`src/rtl/dlm_pkg.sv`:
```
// ---------------------------------------------------------------------------
// dlm_pkg
// Shared types, sizes and codes for the device liveness monitor.
// ---------------------------------------------------------------------------
`timescale 1ns / 1ps

package dlm_pkg;

  // Table sizing
  localparam int TABLE_DEPTH = 32;
  localparam int IDX_W       = (TABLE_DEPTH > 1) ? $clog2(TABLE_DEPTH) : 1;
  localparam int CNT_W       = $clog2(TABLE_DEPTH + 1);

  // Field widths
  localparam int TIME_W = 32;
  localparam int THR_W  = 24;
  localparam int SID_W  = 16;
  localparam int ROOM_W = 8;
  localparam int TEMP_W = 16;
  localparam int HUM_W  = 14;
  localparam int RDG_W  = 16;
  localparam int OCNT_W = 6;

  // Configuration port
  localparam int CFG_IDX_W = 2;
  localparam logic [CFG_IDX_W-1:0] CFG_WARNING = 2'd0;
  localparam logic [CFG_IDX_W-1:0] CFG_OFFLINE = 2'd1;
  localparam logic [THR_W-1:0] WARNING_RESET = 24'd300;
  localparam logic [THR_W-1:0] OFFLINE_RESET = 24'd600;

  // Opcodes
  localparam logic OP_REPORT = 1'b0;
  localparam logic OP_QUERY  = 1'b1;

  // Result kinds
  localparam logic [1:0] KIND_RECORD  = 2'd0;
  localparam logic [1:0] KIND_SUMMARY = 2'd1;
  localparam logic [1:0] KIND_DROPPED = 2'd2;

  // Device status
  localparam logic [1:0] ST_ONLINE  = 2'd0;
  localparam logic [1:0] ST_WARNING = 2'd1;
  localparam logic [1:0] ST_OFFLINE = 2'd2;

  // Global status
  localparam logic [1:0] SUM_HEALTHY  = 2'd0;
  localparam logic [1:0] SUM_WARNING  = 2'd1;
  localparam logic [1:0] SUM_CRITICAL = 2'd2;

  // One table row
  typedef struct packed {
    logic [SID_W-1:0]         sensor;
    logic [ROOM_W-1:0]        room;
    logic [TIME_W-1:0]        seen_at;
    logic signed [TEMP_W-1:0] temperature;
    logic [HUM_W-1:0]         humidity;
    logic [RDG_W-1:0]         readings;
  } entry_t;

endpackage

```
`src/rtl/device_liveness_monitor_top.sv`:
```
// ---------------------------------------------------------------------------
// device_liveness_monitor_top
// Sensor table with report registration, liveness classification and listing.
// ---------------------------------------------------------------------------
// Usage: pulse start with an item while busy is low. A report (opcode 0)
// looks up device_id, updates the known sensor or registers a new one (drops
// it if the table is full), answering with one summary item. A query (op 1)
// lists one record item per registered device, then a summary with last high.
// Thresholds use the cfg_valid/cfg_ready channel (always ready), index 0
// warning, index 1 offline. The user must write them only while the block
// is idle; the block does not enforce it. Timing: one table row is read per
// cycle through a registered memory port, and one shared classifier checks
// each row as it arrives. Busy covers the row scan, a drain and a finish step
// (an empty table goes straight to finish); the summary strobes the cycle
// after busy falls, records stream one per cycle. Results are shown for one
// cycle on result_valid; the receiver cannot stall them.
// Reset empties the table (device count 0) and loads thresholds 300 and 600;
// row contents need no clearing since only rows below the count are read.
// ---------------------------------------------------------------------------
`timescale 1ns / 1ps

module device_liveness_monitor_top
  import dlm_pkg::*;
(
  input  logic                     clk,
  input  logic                     rst,
  // command channel
  input  logic                     start,
  output logic                     busy,
  input  logic                     opcode,
  input  logic [TIME_W-1:0]        now_seconds,
  input  logic [SID_W-1:0]         device_id,
  input  logic [ROOM_W-1:0]        room_id,
  input  logic signed [TEMP_W-1:0] temperature,
  input  logic [HUM_W-1:0]         humidity,
  // configuration channel
  input  logic                     cfg_valid,
  output logic                     cfg_ready,
  input  logic [CFG_IDX_W-1:0]     cfg_index,
  input  logic [THR_W-1:0]         cfg_data,
  // result channel
  output logic                     result_valid,
  output logic                     last,
  output logic [1:0]               kind,
  output logic [SID_W-1:0]         out_device_id,
  output logic [ROOM_W-1:0]        out_room_id,
  output logic [1:0]               status,
  output logic signed [TEMP_W-1:0] out_temperature,
  output logic [HUM_W-1:0]         out_humidity,
  output logic [RDG_W-1:0]         reading_count,
  output logic [OCNT_W-1:0]        total_count,
  output logic [OCNT_W-1:0]        online_count,
  output logic [OCNT_W-1:0]        warning_count,
  output logic [OCNT_W-1:0]        offline_count
);

  localparam logic [1:0] S_IDLE   = 2'd0;
  localparam logic [1:0] S_SCAN   = 2'd1;
  localparam logic [1:0] S_DRAIN  = 2'd2;
  localparam logic [1:0] S_FINISH = 2'd3;

  localparam logic [CNT_W-1:0] FULL_COUNT = CNT_W'(TABLE_DEPTH);
  localparam logic [RDG_W-1:0] RDG_MAX    = '1;

  logic [1:0]        state;
  logic [CNT_W-1:0]  addr;
  logic [CNT_W-1:0]  device_count;
  logic [THR_W-1:0]  warning_after_seconds;
  logic [THR_W-1:0]  offline_after_seconds;

  // latched item
  logic                     req_op;
  logic [TIME_W-1:0]        req_now;
  logic [SID_W-1:0]         req_sid;
  logic [ROOM_W-1:0]        req_room;
  logic signed [TEMP_W-1:0] req_temp;
  logic [HUM_W-1:0]         req_hum;

  // table and read port
  entry_t            table_mem [TABLE_DEPTH];
  entry_t            rd_data;
  logic              rd_valid;

  // scan results
  logic              found;
  logic [IDX_W-1:0]  match_idx;
  logic [1:0]        match_status;
  logic [ROOM_W-1:0] match_room;
  logic [RDG_W-1:0]  match_readings;
  logic [CNT_W-1:0]  cnt_on;
  logic [CNT_W-1:0]  cnt_warn;
  logic [CNT_W-1:0]  cnt_off;

  // classifier and finish logic
  logic [TIME_W-1:0] elapsed;
  logic [1:0]        rd_status;
  logic [CNT_W-1:0]  fin_on;
  logic [CNT_W-1:0]  fin_warn;
  logic [CNT_W-1:0]  fin_off;
  logic [CNT_W-1:0]  fin_total;
  logic [1:0]        fin_kind;
  logic [1:0]        fin_global;
  logic              wr_en;
  logic [IDX_W-1:0]  wr_idx;
  entry_t            wr_entry;
  logic              accept;
  logic              scan_end;

  assign busy      = (state != S_IDLE);
  assign cfg_ready = 1'b1;
  assign accept    = start && !busy;
  assign scan_end  = (CNT_W'(addr + 1'b1) == device_count);

  // Classify the row on the read port against both thresholds
  always_comb begin
    elapsed = (req_now >= rd_data.seen_at) ? (req_now - rd_data.seen_at) : '0;
    if (elapsed > TIME_W'(offline_after_seconds)) begin
      rd_status = ST_OFFLINE;
    end else if (elapsed > TIME_W'(warning_after_seconds)) begin
      rd_status = ST_WARNING;
    end else begin
      rd_status = ST_ONLINE;
    end
  end

  // Fold the report into the counts and build the row to write back
  always_comb begin
    fin_on    = cnt_on;
    fin_warn  = cnt_warn;
    fin_off   = cnt_off;
    fin_total = device_count;
    fin_kind  = KIND_SUMMARY;
    wr_en     = 1'b0;
    wr_idx    = match_idx;
    wr_entry.sensor      = req_sid;
    wr_entry.room        = match_room;
    wr_entry.seen_at     = req_now;
    wr_entry.temperature = req_temp;
    wr_entry.humidity    = req_hum;
    wr_entry.readings    = (match_readings == RDG_MAX) ? RDG_MAX
                                                       : RDG_W'(match_readings + 1'b1);
    if (req_op == OP_REPORT) begin
      if (found) begin
        // the updated row moves to online
        case (match_status)
          ST_WARNING: fin_warn = CNT_W'(cnt_warn - 1'b1);
          ST_OFFLINE: fin_off  = CNT_W'(cnt_off - 1'b1);
          default:    fin_on   = CNT_W'(cnt_on - 1'b1);
        endcase
        fin_on = CNT_W'(fin_on + 1'b1);
        wr_en  = 1'b1;
      end else if (device_count == FULL_COUNT) begin
        // drop the unknown sensor, table untouched
        fin_kind = KIND_DROPPED;
      end else begin
        fin_on            = CNT_W'(cnt_on + 1'b1);
        fin_total         = CNT_W'(device_count + 1'b1);
        wr_en             = 1'b1;
        wr_idx            = device_count[IDX_W-1:0];
        wr_entry.room     = req_room;
        wr_entry.readings = RDG_W'(1);
      end
    end
    if (fin_off != '0) begin
      fin_global = SUM_CRITICAL;
    end else if (fin_warn != '0) begin
      fin_global = SUM_WARNING;
    end else begin
      fin_global = SUM_HEALTHY;
    end
  end

  // Table memory: one write and one registered read per cycle
  always_ff @(posedge clk) begin
    if (state == S_FINISH && wr_en) begin
      table_mem[wr_idx] <= wr_entry;
    end
    rd_data <= table_mem[addr[IDX_W-1:0]];
  end

  // Configuration registers
  always_ff @(posedge clk) begin
    if (rst) begin
      warning_after_seconds <= WARNING_RESET;
      offline_after_seconds <= OFFLINE_RESET;
    end else if (cfg_valid && cfg_ready) begin
      case (cfg_index)
        CFG_WARNING: warning_after_seconds <= cfg_data;
        CFG_OFFLINE: offline_after_seconds <= cfg_data;
        default: ;
      endcase
    end
  end

  // Sequencer
  always_ff @(posedge clk) begin
    if (rst) begin
      state        <= S_IDLE;
      addr         <= '0;
      device_count <= '0;
      rd_valid     <= 1'b0;
    end else begin
      rd_valid <= (state == S_SCAN);
      unique case (state)
        S_IDLE: begin
          addr <= '0;
          if (accept) begin
            state <= (device_count == '0) ? S_FINISH : S_SCAN;
          end
        end
        S_SCAN: begin
          addr <= CNT_W'(addr + 1'b1);
          if (scan_end) begin
            state <= S_DRAIN;
          end
        end
        S_DRAIN: begin
          state <= S_FINISH;
        end
        S_FINISH: begin
          device_count <= fin_total;
          state        <= S_IDLE;
        end
        default: state <= S_IDLE;
      endcase
    end
  end

  // Latch the item and accumulate the scan
  always_ff @(posedge clk) begin
    if (rst) begin
      found <= 1'b0;
    end else if (accept) begin
      found <= 1'b0;
    end else if (rd_valid && !found && rd_data.sensor == req_sid) begin
      found <= 1'b1;
    end
  end

  always_ff @(posedge clk) begin
    if (accept) begin
      req_op   <= opcode;
      req_now  <= now_seconds;
      req_sid  <= device_id;
      req_room <= room_id;
      req_temp <= temperature;
      req_hum  <= humidity;
      cnt_on   <= '0;
      cnt_warn <= '0;
      cnt_off  <= '0;
    end else if (rd_valid) begin
      case (rd_status)
        ST_WARNING: cnt_warn <= CNT_W'(cnt_warn + 1'b1);
        ST_OFFLINE: cnt_off  <= CNT_W'(cnt_off + 1'b1);
        default:    cnt_on   <= CNT_W'(cnt_on + 1'b1);
      endcase
      if (!found && rd_data.sensor == req_sid) begin
        match_idx      <= CNT_W'(addr - 1'b1) < CNT_W'(TABLE_DEPTH) ?
                          IDX_W'(CNT_W'(addr - 1'b1)) : '0;
        match_status   <= rd_status;
        match_room     <= rd_data.room;
        match_readings <= rd_data.readings;
      end
    end
  end

  // Result register: records during a query scan, summary at the end
  always_ff @(posedge clk) begin
    if (rst) begin
      result_valid <= 1'b0;
    end else begin
      result_valid <= (rd_valid && req_op == OP_QUERY) || (state == S_FINISH);
    end
  end

  always_ff @(posedge clk) begin
    if (state == S_FINISH) begin
      last            <= 1'b1;
      kind            <= fin_kind;
      out_device_id   <= '0;
      out_room_id     <= '0;
      status          <= fin_global;
      out_temperature <= '0;
      out_humidity    <= '0;
      reading_count   <= '0;
      total_count     <= OCNT_W'(fin_total);
      online_count    <= OCNT_W'(fin_on);
      warning_count   <= OCNT_W'(fin_warn);
      offline_count   <= OCNT_W'(fin_off);
    end else begin
      last            <= 1'b0;
      kind            <= KIND_RECORD;
      out_device_id   <= rd_data.sensor;
      out_room_id     <= rd_data.room;
      status          <= rd_status;
      out_temperature <= rd_data.temperature;
      out_humidity    <= rd_data.humidity;
      reading_count   <= rd_data.readings;
      total_count     <= '0;
      online_count    <= '0;
      warning_count   <= '0;
      offline_count   <= '0;
    end
  end

endmodule

```
`config.mk`:
```
export PLATFORM = sky130hd
export DESIGN_NAME = device_liveness_monitor_top
export DESIGN_NICKNAME = d
export VERILOG_FILES = /design/src/rtl/dlm_pkg.sv /design/src/rtl/device_liveness_monitor_top.sv
export SDC_FILE = /design/constraint.sdc
export NUM_CORES = 2
export LEC_CHECK = 0
export BUFFER_PORTS_ARGS = -buffer_cell sky130_fd_sc_hd__buf_2
export CELL_PAD_IN_SITES_DETAIL_PLACEMENT = 1
export CELL_PAD_IN_SITES_GLOBAL_PLACEMENT = 2
export CORE_AREA = 2 2 636 638
export CTS_CLUSTER_DIAMETER = 80
export DETAILED_ROUTE_END_ITERATION = 12
export DIE_AREA = 0 0 638 640
export PLACE_DENSITY = 0.66
export SETUP_SLACK_MARGIN = 0.05
export SLEW_MARGIN = 10
export SYNTH_ARGS = -nofsm -noshare
export SYNTH_HDL_FRONTEND = slang
export SYNTH_SLANG_ARGS = --single-unit
```
`constraint.sdc`:
```
create_clock -name clk -period 8.71 [get_ports clk]
set_input_delay 0.4355 -clock clk [delete_from_list [all_inputs] [get_ports clk]]
set_output_delay 0.4355 -clock clk [all_outputs]
set_load 0.05 [all_outputs]
```
==> impl_metrics.toml <==
[global_routing]
grt_pass1_vias = 71000
grt_util_all_layers = 0.189
grt_max_degree = 139
grt_pass1_wl_um = 554000
antenna_found_initial = 21
overflow = 0

[setup_path]
rrSetupSlack_ns = 1.76
worst-endpoint-required_ns = 9.54
worstSetupEndpoint = "cnt_warn[5]"
path_cells = "ha_1 -> a21oi_1 -> o221ai_1 -> o211ai_1 -> a21o_1 -> a31oi_4 -> nor3_2 -> nor2_1 -> ha_1 -> a2111oi_0 -> a21oi_1 -> o31ai_1 -> nor4b_1 -> o211ai_1 -> a32o_2 -> a21oi_4 -> inv_2 -> or4_1 -> a21oi_1"
r2r_cells = 19
crit_top_cell = "a21oi_1"
max_stage_delay_ns = 1.00
timing.rr.end = "cnt_warn[5]"
slowest_stage = "edfxtp_1"
critical_path.startpoint_type = "register"
crit_type = "register to register"
cp-end-kind = "register"
startpoint = "req_now[21]"
crit_path_max_fanout = 33
rr_startpoint = "req_now[21]"
cp.arrival_ns = 7.79

[worst_hold_path]
min-delay-start = "cfg_index[1]"
min_path_cells = 5
hp-class = "input port to register"

[sta]
slew_viol_final = 0
fin_crit_sh = 0.798
timing.fmax_mhz = 144
grt_setup_unrepaired = "no"
fin_tns_setup_ns = 0
hold_slack_ns = 0.104
skew_ns = 0.0808
tightestPinTransition_ns = 1.30
setup_viol = 0
slew_headroom = 0.134
finalCriticalPeriod_ns = 6.95
hold_viol = 0

[clock_tree]
cts_buffers = 384
cts_setup_buffers = 0
cts_sinks = 3666
cts-htree-levels = 5
insertion_delay_ns = 0.98
clk_pin_slew_ns = 0.06
cts_buffer_depth = 4
cts_tree = "done"
cts_repair_resize_count = 0
clockRootBuffer = "clkbuf_16"

[synthesis]
syn_inst = 6355
synth-compound-area-share = 0.0144
syn_area_um2 = 140000
synth_edf_count = 3382
synth_top_family_by_area = "multiplexers"
synth.avg_cell_area_um2 = 22.0
synth_top_area_cell = "edfxtp_1"
synth-seq-cells = 3666
synthArstFlopShare = 0
yosys_warnings = 0
syn-num-nets = 6569
ys_seq_area_frac = 0.766
synth_top_area_frac = 0.725
synth_ff_type = "edfxtp_1"
synthSimpleGateAreaFrac = 0.0210
synth_cell_types = 84
synth.area.top_cells = "edfxtp_1 72%, mux4_2 16%, dfxtp_1 4.1%"
synth_mux_area_frac = 0.173
synth_xor_area_frac = 0.00563
synth_adder_area_share = 0.00872

[finish]
drive_above_1_share = 0.293
fillers = 37600
ff_latch_area_um2 = 107000
design_area_um2 = 162000
final_util = 0.404
multi_input_area_um2 = 31600
final_nets = 7098
areaGrowthSynthToFinish_pct = 15.8

[power]
p_leak_nw = 49.8
p_per_area_nw_per_um2 = 264
ir_drop_mv = 0.175

[floorplan]
start_util = 0.349
die_area_um2 = 408000
core_um2 = 401000
pin_count = 219
die_y_um = 640
rows = 233
die_w_um = 638

[route]
drc = 0
drt-initial-drc-count = 7298
ant_nets = 0
wl_um = 391000
num_vias = 67900
drtPass1Iterations = 5
viasPerCell = 5.43
wire_per_inst_um = 31.3

[placed_design]
hpwl_um = 192000
gp_congestion = 0.788
placed_area_um2 = 148000
io_buffers = 217

[status]
outcome = "finished clean"

[flow_run]
max-cap-violations = 0
## power by group
group / switching (mW) / internal (mW)
combinational: 3.33 / 2.47
clock: 7.00 / 9.22
sequential: 0.642 / 20.2
total: 11.0 / 31.9
## worst min path at each step
stage                                 to  slack, ns
5_1_grt         warning_after_seconds[7]       0.09
3_5_place_dp               match_room[1]       0.41
3_3_place_gp               match_room[1]       0.42
6_report        warning_after_seconds[6]       0.10
2_1_floorplan          match_readings[0]       0.40
4_1_cts        warning_after_seconds[17]       0.03
## routing by layer
layer  global-route usage  up-vias  share of wire
met5                    0        -       0.000049
met4               0.0381        4          0.019
met3               0.0229      450          0.052
met2                0.314     2179           0.49
met1                0.270    37700           0.44
li1                     -    27500              -
## synthesized netlist by cell type, types with 53 or more instances
master    number
inv_1        112
clkbuf_1     249
a21oi_1      135
buf_1         53
nor2_1       151
nor2b_1       77
edfxtp_1    3382
dfxtp_1      284
mux4_2      1020
nand2_1      210
mux2_2       102
ha_1          96
## sequential cells by signal (all words and copies together) (netlist names), 8 cells and up
name and flops:
req_hum 14, offline_after_seconds 24, out_temperature 16, out_humidity 14
out_device_id 16, rd_data 102, reading_count 16, req_now 32
warning_after_seconds 24, match_readings 16, match_room 8, req_temp 16
req_sid 16, out_room_id 8, table_mem 3264, req_room 8
## through the flow
step | setup slack (ns) | power [mW] | cells
5_1_grt | 1.30 | 44.4 | 12500
2_1_floorplan | 1.87 | 25.2 | 6355
3_3_place_gp | 1.91 | 26.9 | 11700
4_1_cts | 1.68 | 43.3 | 12500
3_5_place_dp | 1.73 | 27.1 | 11700
6_report | 1.76 | 42.9 | 12500
## kinds of logic after synthesis
logic type / after synthesis
compound gates: 320
xor+xnor: 90
fa+ha+maj: 97
buf+inv: 437
flops: 3666
mux: 1129
other cells: 1
simple gates: 615
## area by class of cell
| type | count | area share |
|---|---|---|
| Clock inverter | 197 | 0.0110 |
| Inverter | 115 | 0.00271 |
| Clock buffer | 523 | 0.0660 |
| Multi-Input combinational cell | 2252 | 0.195 |
| Antenna cell | 3 | 0.0000463 |
| Timing Repair Buffer | 465 | 0.0237 |
| Sequential cell | 3666 | 0.661 |
| Tap cell | 5287 | 0.0408 |
## cells in the final DEF (no fill, tap or decap), types with 38 or more instances in the layout
cell type / instances
edfxtp_1: 3382
mux4_2: 1020
clkbuf_16: 395
dfxtp_1: 279
buf_2: 217
nand2_1: 210
a21oi_1: 124
nor2_1: 118
inv_1: 112
dlygate4sd3_1: 112
mux2_2: 102
ha_1: 95
clkbuf_1: 93
buf_4: 87
nor2b_1: 77
clkinv_2: 72
clkinv_1: 60
xnor2_1: 52
buf_12: 47
o21ai_0: 45
xor2_1: 38
## worst max-delay path: cells and delay by family, from the launching register on
kind	cells	cell delay [ns]
buffers and inverters	1	0.25
DFF	1	1.00
AOI/OAI and AO/OA	12	3.06
adders and majority gates	2	0.87
and+or+nand+nor	4	1.66
## repair_timing
action / in CTS / in global routing
hold buffers: 112 / 0
endpoints found under the hold margin: 137 / 0
setup endpoints to repair: 0 / 0
Note: power is estimated with default switching activity, not from simulation.
